File: src/bis_pkg.sv
// Shared types and constants for the bounded id set.
// Used by every module of the block; no dependencies.
`timescale 1ns / 1ps
`default_nettype none

package bis_pkg;

    localparam int DEF_CAPACITY = 16;
    localparam int ID_W         = 32;
    localparam int COUNT_W      = 5;

    localparam logic [ID_W-1:0] NO_ID = {ID_W{1'b1}};

    localparam logic [1:0] OP_ADD  = 2'd0;
    localparam logic [1:0] OP_DEL  = 2'd1;
    localparam logic [1:0] OP_FIND = 2'd2;

    typedef struct packed {
        logic [1:0]             operation;
        logic signed [ID_W-1:0] id;
    } t_req;

    typedef struct packed {
        logic               status;
        logic               found;
        logic [COUNT_W-1:0] count;
    } t_rsp;

    typedef enum logic [1:0] {
        ST_IDLE,
        ST_CMP,
        ST_UPD
    } t_state;

    // Broadcast to every cell.
    typedef struct packed {
        logic            cmp_en;
        logic            add_en;
        logic            del_en;
        logic [ID_W-1:0] key;
    } t_cmd;

    // Handed from a cell to the next higher one.
    typedef struct packed {
        logic valid;
        logic seen;
    } t_up;

    // Handed from a cell to the next lower one.
    typedef struct packed {
        logic            valid;
        logic [ID_W-1:0] id;
    } t_dn;

endpackage

`default_nettype wire

File: src/bis_cell.sv
// One slot of the id chain: stored id, valid flag and registered match.
// Depends on bis_pkg.
`timescale 1ns / 1ps
`default_nettype none

module bis_cell (
    input  wire logic          i_clk,
    input  wire logic          i_rst_n,
    input  wire bis_pkg::t_cmd i_cmd,
    input  wire bis_pkg::t_up  i_lo,
    input  wire bis_pkg::t_dn  i_hi,
    output bis_pkg::t_up       o_up,
    output bis_pkg::t_dn       o_dn
);

    logic                     r_valid;
    logic                     r_match;
    logic [bis_pkg::ID_W-1:0] r_id;
    logic                     seen;

    // Match here or anywhere below: this slot and all above it shift on delete.
    assign seen = i_lo.seen | r_match;

    assign o_up.valid = r_valid;
    assign o_up.seen  = seen;
    assign o_dn.valid = r_valid;
    assign o_dn.id    = r_id;

    always_ff @(posedge i_clk) begin
        if (!i_rst_n) begin
            r_valid <= 1'b0;
            r_match <= 1'b0;
        end else begin
            if (i_cmd.cmp_en) begin
                r_match <= r_valid && (r_id == i_cmd.key);
            end
            // Append into the first free slot: free here, occupied below.
            if (i_cmd.add_en && !r_valid && i_lo.valid) begin
                r_valid <= 1'b1;
            end else if (i_cmd.del_en && seen) begin
                r_valid <= i_hi.valid;
            end
        end
    end

    always_ff @(posedge i_clk) begin
        if (i_cmd.add_en && !r_valid && i_lo.valid) begin
            r_id <= i_cmd.key;
        end else if (i_cmd.del_en && seen) begin
            r_id <= i_hi.id;
        end
    end

endmodule

`default_nettype wire

File: src/bounded_id_set_core.sv
// Bounded id set: a chain of CAPACITY slot cells kept in insertion order.
// Flow: a request is taken only while idle and is not overlapped with the next
//   one (accept, compare in every cell, then resolve the match chain and shift);
//   the result beat is registered on the shift, held back while the output stalls.
// Reset: all slot valid flags clear at once; the set is empty and ready
//   in the first cycle after reset, with no clearing pass.
`timescale 1ns / 1ps
`default_nettype none

module bounded_id_set_core #(
    parameter int CAPACITY = bis_pkg::DEF_CAPACITY
) (
    input  wire logic          i_clk,
    input  wire logic          i_rst_n,
    // request channel
    input  wire logic          i_in_valid,
    input  wire bis_pkg::t_req i_in_data,
    output logic               o_in_stall,
    // result channel
    output logic               o_out_valid,
    output bis_pkg::t_rsp      o_out_data,
    input  wire logic          i_out_stall
);

    localparam int CNT_W = $clog2(CAPACITY + 1);

    bis_pkg::t_state r_state, n_state;
    bis_pkg::t_req   r_req, n_req;
    logic [CNT_W-1:0] r_count, n_count;
    logic            r_out_valid, n_out_valid;
    bis_pkg::t_rsp   r_out, n_out;

    bis_pkg::t_cmd   cmd;
    bis_pkg::t_up    up [0:CAPACITY];
    bis_pkg::t_dn    dn [0:CAPACITY];

    logic full, empty, found, no_id, out_free, upd_go;
    logic add_ok, del_ok;

    // Chain ends: below slot 0 counts as occupied so an add lands there
    // when the set is empty; above the last slot nothing shifts in.
    assign up[0].valid       = 1'b1;
    assign up[0].seen        = 1'b0;
    assign dn[CAPACITY].valid = 1'b0;
    assign dn[CAPACITY].id    = bis_pkg::NO_ID;

    for (genvar g = 0; g < CAPACITY; g++) begin : g_cell
        bis_cell u_cell (
            .i_clk   (i_clk),
            .i_rst_n (i_rst_n),
            .i_cmd   (cmd),
            .i_lo    (up[g]),
            .i_hi    (dn[g+1]),
            .o_up    (up[g+1]),
            .o_dn    (dn[g])
        );
    end

    // Slots fill from the bottom, so the end cells tell full and empty.
    assign full     = up[CAPACITY].valid;
    assign empty    = !up[1].valid;
    assign found    = up[CAPACITY].seen;
    assign no_id    = (r_req.id == bis_pkg::NO_ID);
    assign out_free = !r_out_valid || !i_out_stall;
    assign upd_go   = (r_state == bis_pkg::ST_UPD) && out_free;

    assign add_ok = (r_req.operation == bis_pkg::OP_ADD) && !no_id && !full && !found;
    assign del_ok = (r_req.operation == bis_pkg::OP_DEL) && !no_id && !empty && found;

    assign cmd.cmp_en = (r_state == bis_pkg::ST_CMP);
    assign cmd.add_en = upd_go && add_ok;
    assign cmd.del_en = upd_go && del_ok;
    assign cmd.key    = r_req.id;

    assign o_in_stall  = (r_state != bis_pkg::ST_IDLE);
    assign o_out_valid = r_out_valid;
    assign o_out_data  = r_out;

    always_comb begin
        n_state     = r_state;
        n_req       = r_req;
        n_count     = r_count;
        n_out       = r_out;
        n_out_valid = r_out_valid;

        // Drop the result beat once taken.
        if (r_out_valid && !i_out_stall) begin
            n_out_valid = 1'b0;
        end

        unique case (r_state)
            bis_pkg::ST_IDLE: begin
                if (i_in_valid) begin
                    n_req   = i_in_data;
                    n_state = bis_pkg::ST_CMP;
                end
            end
            bis_pkg::ST_CMP: begin
                n_state = bis_pkg::ST_UPD;
            end
            bis_pkg::ST_UPD: begin
                // Hold here until the output register can take the beat.
                if (out_free) begin
                    if (add_ok) begin
                        n_count = r_count + CNT_W'(1);
                    end else if (del_ok) begin
                        n_count = r_count - CNT_W'(1);
                    end
                    n_out.found  = 1'b0;
                    n_out.status = 1'b1;
                    priority if (r_req.operation == bis_pkg::OP_ADD) begin
                        n_out.status = !add_ok;
                    end else if (r_req.operation == bis_pkg::OP_DEL) begin
                        n_out.status = !del_ok;
                    end else if (r_req.operation == bis_pkg::OP_FIND) begin
                        n_out.status = 1'b0;
                        n_out.found  = found && !no_id;
                    end else begin
                        n_out.status = 1'b1;
                    end
                    n_out.count = bis_pkg::COUNT_W'(n_count);
                    n_out_valid = 1'b1;
                    n_state     = bis_pkg::ST_IDLE;
                end
            end
            default: begin
                n_state = bis_pkg::ST_IDLE;
            end
        endcase
    end

    always_ff @(posedge i_clk) begin
        if (!i_rst_n) begin
            r_state     <= bis_pkg::ST_IDLE;
            r_count     <= '0;
            r_out_valid <= 1'b0;
        end else begin
            r_state     <= n_state;
            r_count     <= n_count;
            r_out_valid <= n_out_valid;
        end
    end

    always_ff @(posedge i_clk) begin
        r_req <= n_req;
        r_out <= n_out;
    end

endmodule

`default_nettype wire

File: config.mk
export PLATFORM = sky130hd
export DESIGN_NAME = bounded_id_set_core
export DESIGN_NICKNAME = d
export VERILOG_FILES = /design/src/bis_pkg.sv /design/src/bis_cell.sv /design/src/bounded_id_set_core.sv
export SDC_FILE = /design/constraint.sdc
export NUM_CORES = 1
export LEC_CHECK = 0
export ABC_AREA = 1
export BUFFER_PORTS_ARGS = -buffer_cell sky130_fd_sc_hd__buf_2
export CORE_ASPECT_RATIO = 1.1
export CORE_MARGIN = 5
export CORE_UTILIZATION = 69
export DETAILED_ROUTE_END_ITERATION = 8
export PLACE_DENSITY = 0.86
export SYNTH_ARGS = -nofsm -noshare
export SYNTH_HDL_FRONTEND = slang
export SYNTH_SLANG_ARGS = --single-unit
File: constraint.sdc
create_clock -name i_clk -period 5.5 [get_ports i_clk]
set_input_delay 1.1 -clock i_clk [delete_from_list [all_inputs] [get_ports i_clk]]
set_output_delay 1.1 -clock i_clk [all_outputs]
set_load 0.05 [all_outputs]
==> flow_summary.ini <==
[outcome]
status = completed

[setup_path]
path_common_cell = buf_4
worstPathMaxFanout = 66
cp-start-kind = flop
cp_top_family = simple AND/OR/NAND/NOR gates
crit_slowest_cell = nor4_1
cp.required_ps = 5860
critPathArrivalTime_ps = 4450
path_cells = buf_4 -> nand4_1 -> nor4_1 -> a21boi_1 -> nand3_4 -> nor2_8 -> nand2_4 -> nand2_1 -> buf_4
ff2ff_setup_slack_ps = 1410
worstSetupPathType = flop to flop
max_stage_delay_ps = 910
worst-path-buf-inv = 2
crit_path_end_kind = flop

[sta]
worst_pin_slew_ps = 1010
fin_crit_ps = 4090
rsz0062_at_grt = false
min_period_over_period = 0.744
max-slew-margin-rel = 0.326
finalSetupViolCount = 0
hold_violations = 0
clock_skew_ps = 31.9
maxClockFrequency_ghz = 0.244
drv_slew = 0
final.setup.tns_ps = 0

[logic_synthesis]
syn_nets = 3140
yosys.area.top_type_share = 0.538
yosysSeqAreaShare = 0.564
synth_cell_types = 38
ys_ff_latch = 593
syn_area_mm2 = 0.0309
syn_avg_cell_area_um2 = 9.96
syn_inst = 3100
ys_warn_count = 0
yosys.area.top_type = edfxtp_1
synth_area_leaders = edfxtp_1, nand2_1, xnor2_1

[routing]
drtIter0Drc = 2801
routed_via_density = 6.21
drc = 0
dr.pass1.iters = 6
routed_wl_um = 76800
ant_nets = 0
vias = 22871
wl_per_cell_um = 20.9

[run]
maxCapViolCount = 0

[die]
chipWidth_um = 212
die_h_um = 232
die_area_mm2 = 0.0491
core-area_mm2 = 0.0444
io_pins = 47
initial_core_util = 0.696
rows = 81

[cts]
clkTransAtPathRegs_ps = 60
cts_root_buf = clkbuf_16
clock_latency_ps = 630
cts_resized = 0
cts_buffer_depth = 3
cts_setup_buffers = 0
cts-buffers-inserted = 59
holdBufCountCts = 0
cts_max_level = 2
cts.sinks = 593
cts_tree = yes

[grt]
first_global_vias = 22461
gr-usage-all-layers = 0.309
grt-ovfl-total = 0
grt_pass1_wl_um = 119000
grt_max_degree = 67
antenna_found_initial = 1

[power]
vdd_ir_drop_max_uv = 318
finalPower_mw = 9.54
p_per_area_mw_per_mm2 = 288
p_leak_nw = 12.5

[place]
port_buffers = 46
gp_congestion = 0.946
dp_hpwl_um = 52900

[finish]
area_delta_synth_final_pct = 7.13
n_antenna_cell = 0
drive_above_1_share = 0.114
nets = 3091

[hold_path]
hp-class = flop to flop
[registers in the layout, indices dropped and copies added (netlist names)]
register and flops:
r_req 2, cmd 32, r_state 2, g_cell.u_cell.r_id 512, o_out_valid 1, g_cell.u_cell.r_valid 16, g_cell.u_cell.r_match 16, r_count 5
o_out_data 7
[area by class of cell]
class	instances	area, um2
clock inverter	35	363
clock buffer	75	1560
fill	2741	11300
timing repair buffer	124	816
tap	581	727
inverter	97	364
multi-input combinational	2176	11800
sequential	593	17400
[worst min-delay path, cell delays in order, from the launching register on]
cell and delay, ps:
dfxtp_1 310, nand2_1 60, a21oi_1 60
[layout by cell type (no fill, tap or decap), types with 3 or more instances in the layout]
master,n
nor2_1,118
nor3_1,27
dfxtp_1,40
buf_4,78
a2111oi_0,3
clkbuf_1,15
clkinv_1,12
nand4_1,113
inv_1,95
nor4_1,49
xnor2_1,246
clkinv_2,10
a211oi_1,5
clkbuf_16,60
o21ai_0,220
bufinv_16,7
a21oi_1,25
buf_2,46
nor2_4,3
nand2_4,9
edfxtp_1,553
o21ai_1,257
inv_6,3
nand2_2,6
nand3_1,72
xor2_1,137
or2_2,105
nor3b_1,4
nand4_2,3
o21ai_2,13
nand2_1,748
[power breakdown]
group	total (mW)	internal, mW	switching, mW	leakage [nW]
combinational	0.592	0.183	0.409	6.10
clock	4.04	2.33	1.71	0.935
sequential	4.91	4.89	0.0200	5.48
[through the flow]
step | setup WS, ps | utilization | cell area [um2] | std cells | hold slack [ps]
2_1_floorplan | 2130 | - | 30900 | 3100 | 445
3_3_place_gp | 1400 | 0.702 | 31200 | 3571 | 453
3_5_place_dp | 1310 | 0.702 | 31200 | 3571 | 462
4_1_cts | 1350 | 0.745 | 33100 | 3681 | 473
5_1_grt | 1180 | 0.745 | 33100 | 3681 | 484
6_report | 1410 | 0.745 | 33100 | 3681 | 474
[cell usage after synthesis, drive strengths merged]
library cell	count
a2111oi	3
a211o	1
a211oi	5
a21boi	1
a21oi	25
buf	110
clkbuf	124
dfxtp	40
edfxtp	553
ha	2
inv	97
nand2	763
nand3	73
nand4	116
nor2	124
nor3	28
nor3b	4
nor4	49
o2111ai	2
o21ai	490
or2	105
or4	2
xnor2	246
xor2	137
[final timing paths]
path / startpoint / cells after the start / to
worst max register to register: cmd[13]$_DFFE_PP_ / 9 / g_cell[10].u_cell.r_id[14]$_DFFE_PP_
worst min register to register: g_cell[3].u_cell.r_match$_SDFFE_PN0N_ / 2 / g_cell[3].u_cell.r_match$_SDFFE_PN0N_
worst min-delay path: g_cell[3].u_cell.r_match$_SDFFE_PN0N_ / 2 / g_cell[3].u_cell.r_match$_SDFFE_PN0N_
worst max-delay path: cmd[13]$_DFFE_PP_ / 9 / g_cell[10].u_cell.r_id[14]$_DFFE_PP_
[cell families after synthesis]
| kind of cell | after synthesis | share of synthesized area |
|---|---|---|
| and+or+nand+nor | 1264 | 0.185 |
| DFF | 593 | 0.564 |
| AOI/OAI and AO/OA | 527 | 0.0882 |
| xor gates and xnor gates | 383 | 0.109 |
| buffers and inverters | 331 | 0.0535 |
| adders and majority gates | 2 | 0.000810 |
[metal layers]
metal	global-route usage	vias to the layer above	wire length (um)
li1	-	10540	-
met1	0.390	10755	27300
met2	0.521	1300	37300
met3	0.0438	276	7760
met4	0.160	0	4400
met5	0	-	0
Power figures use the tool's default switching activity.
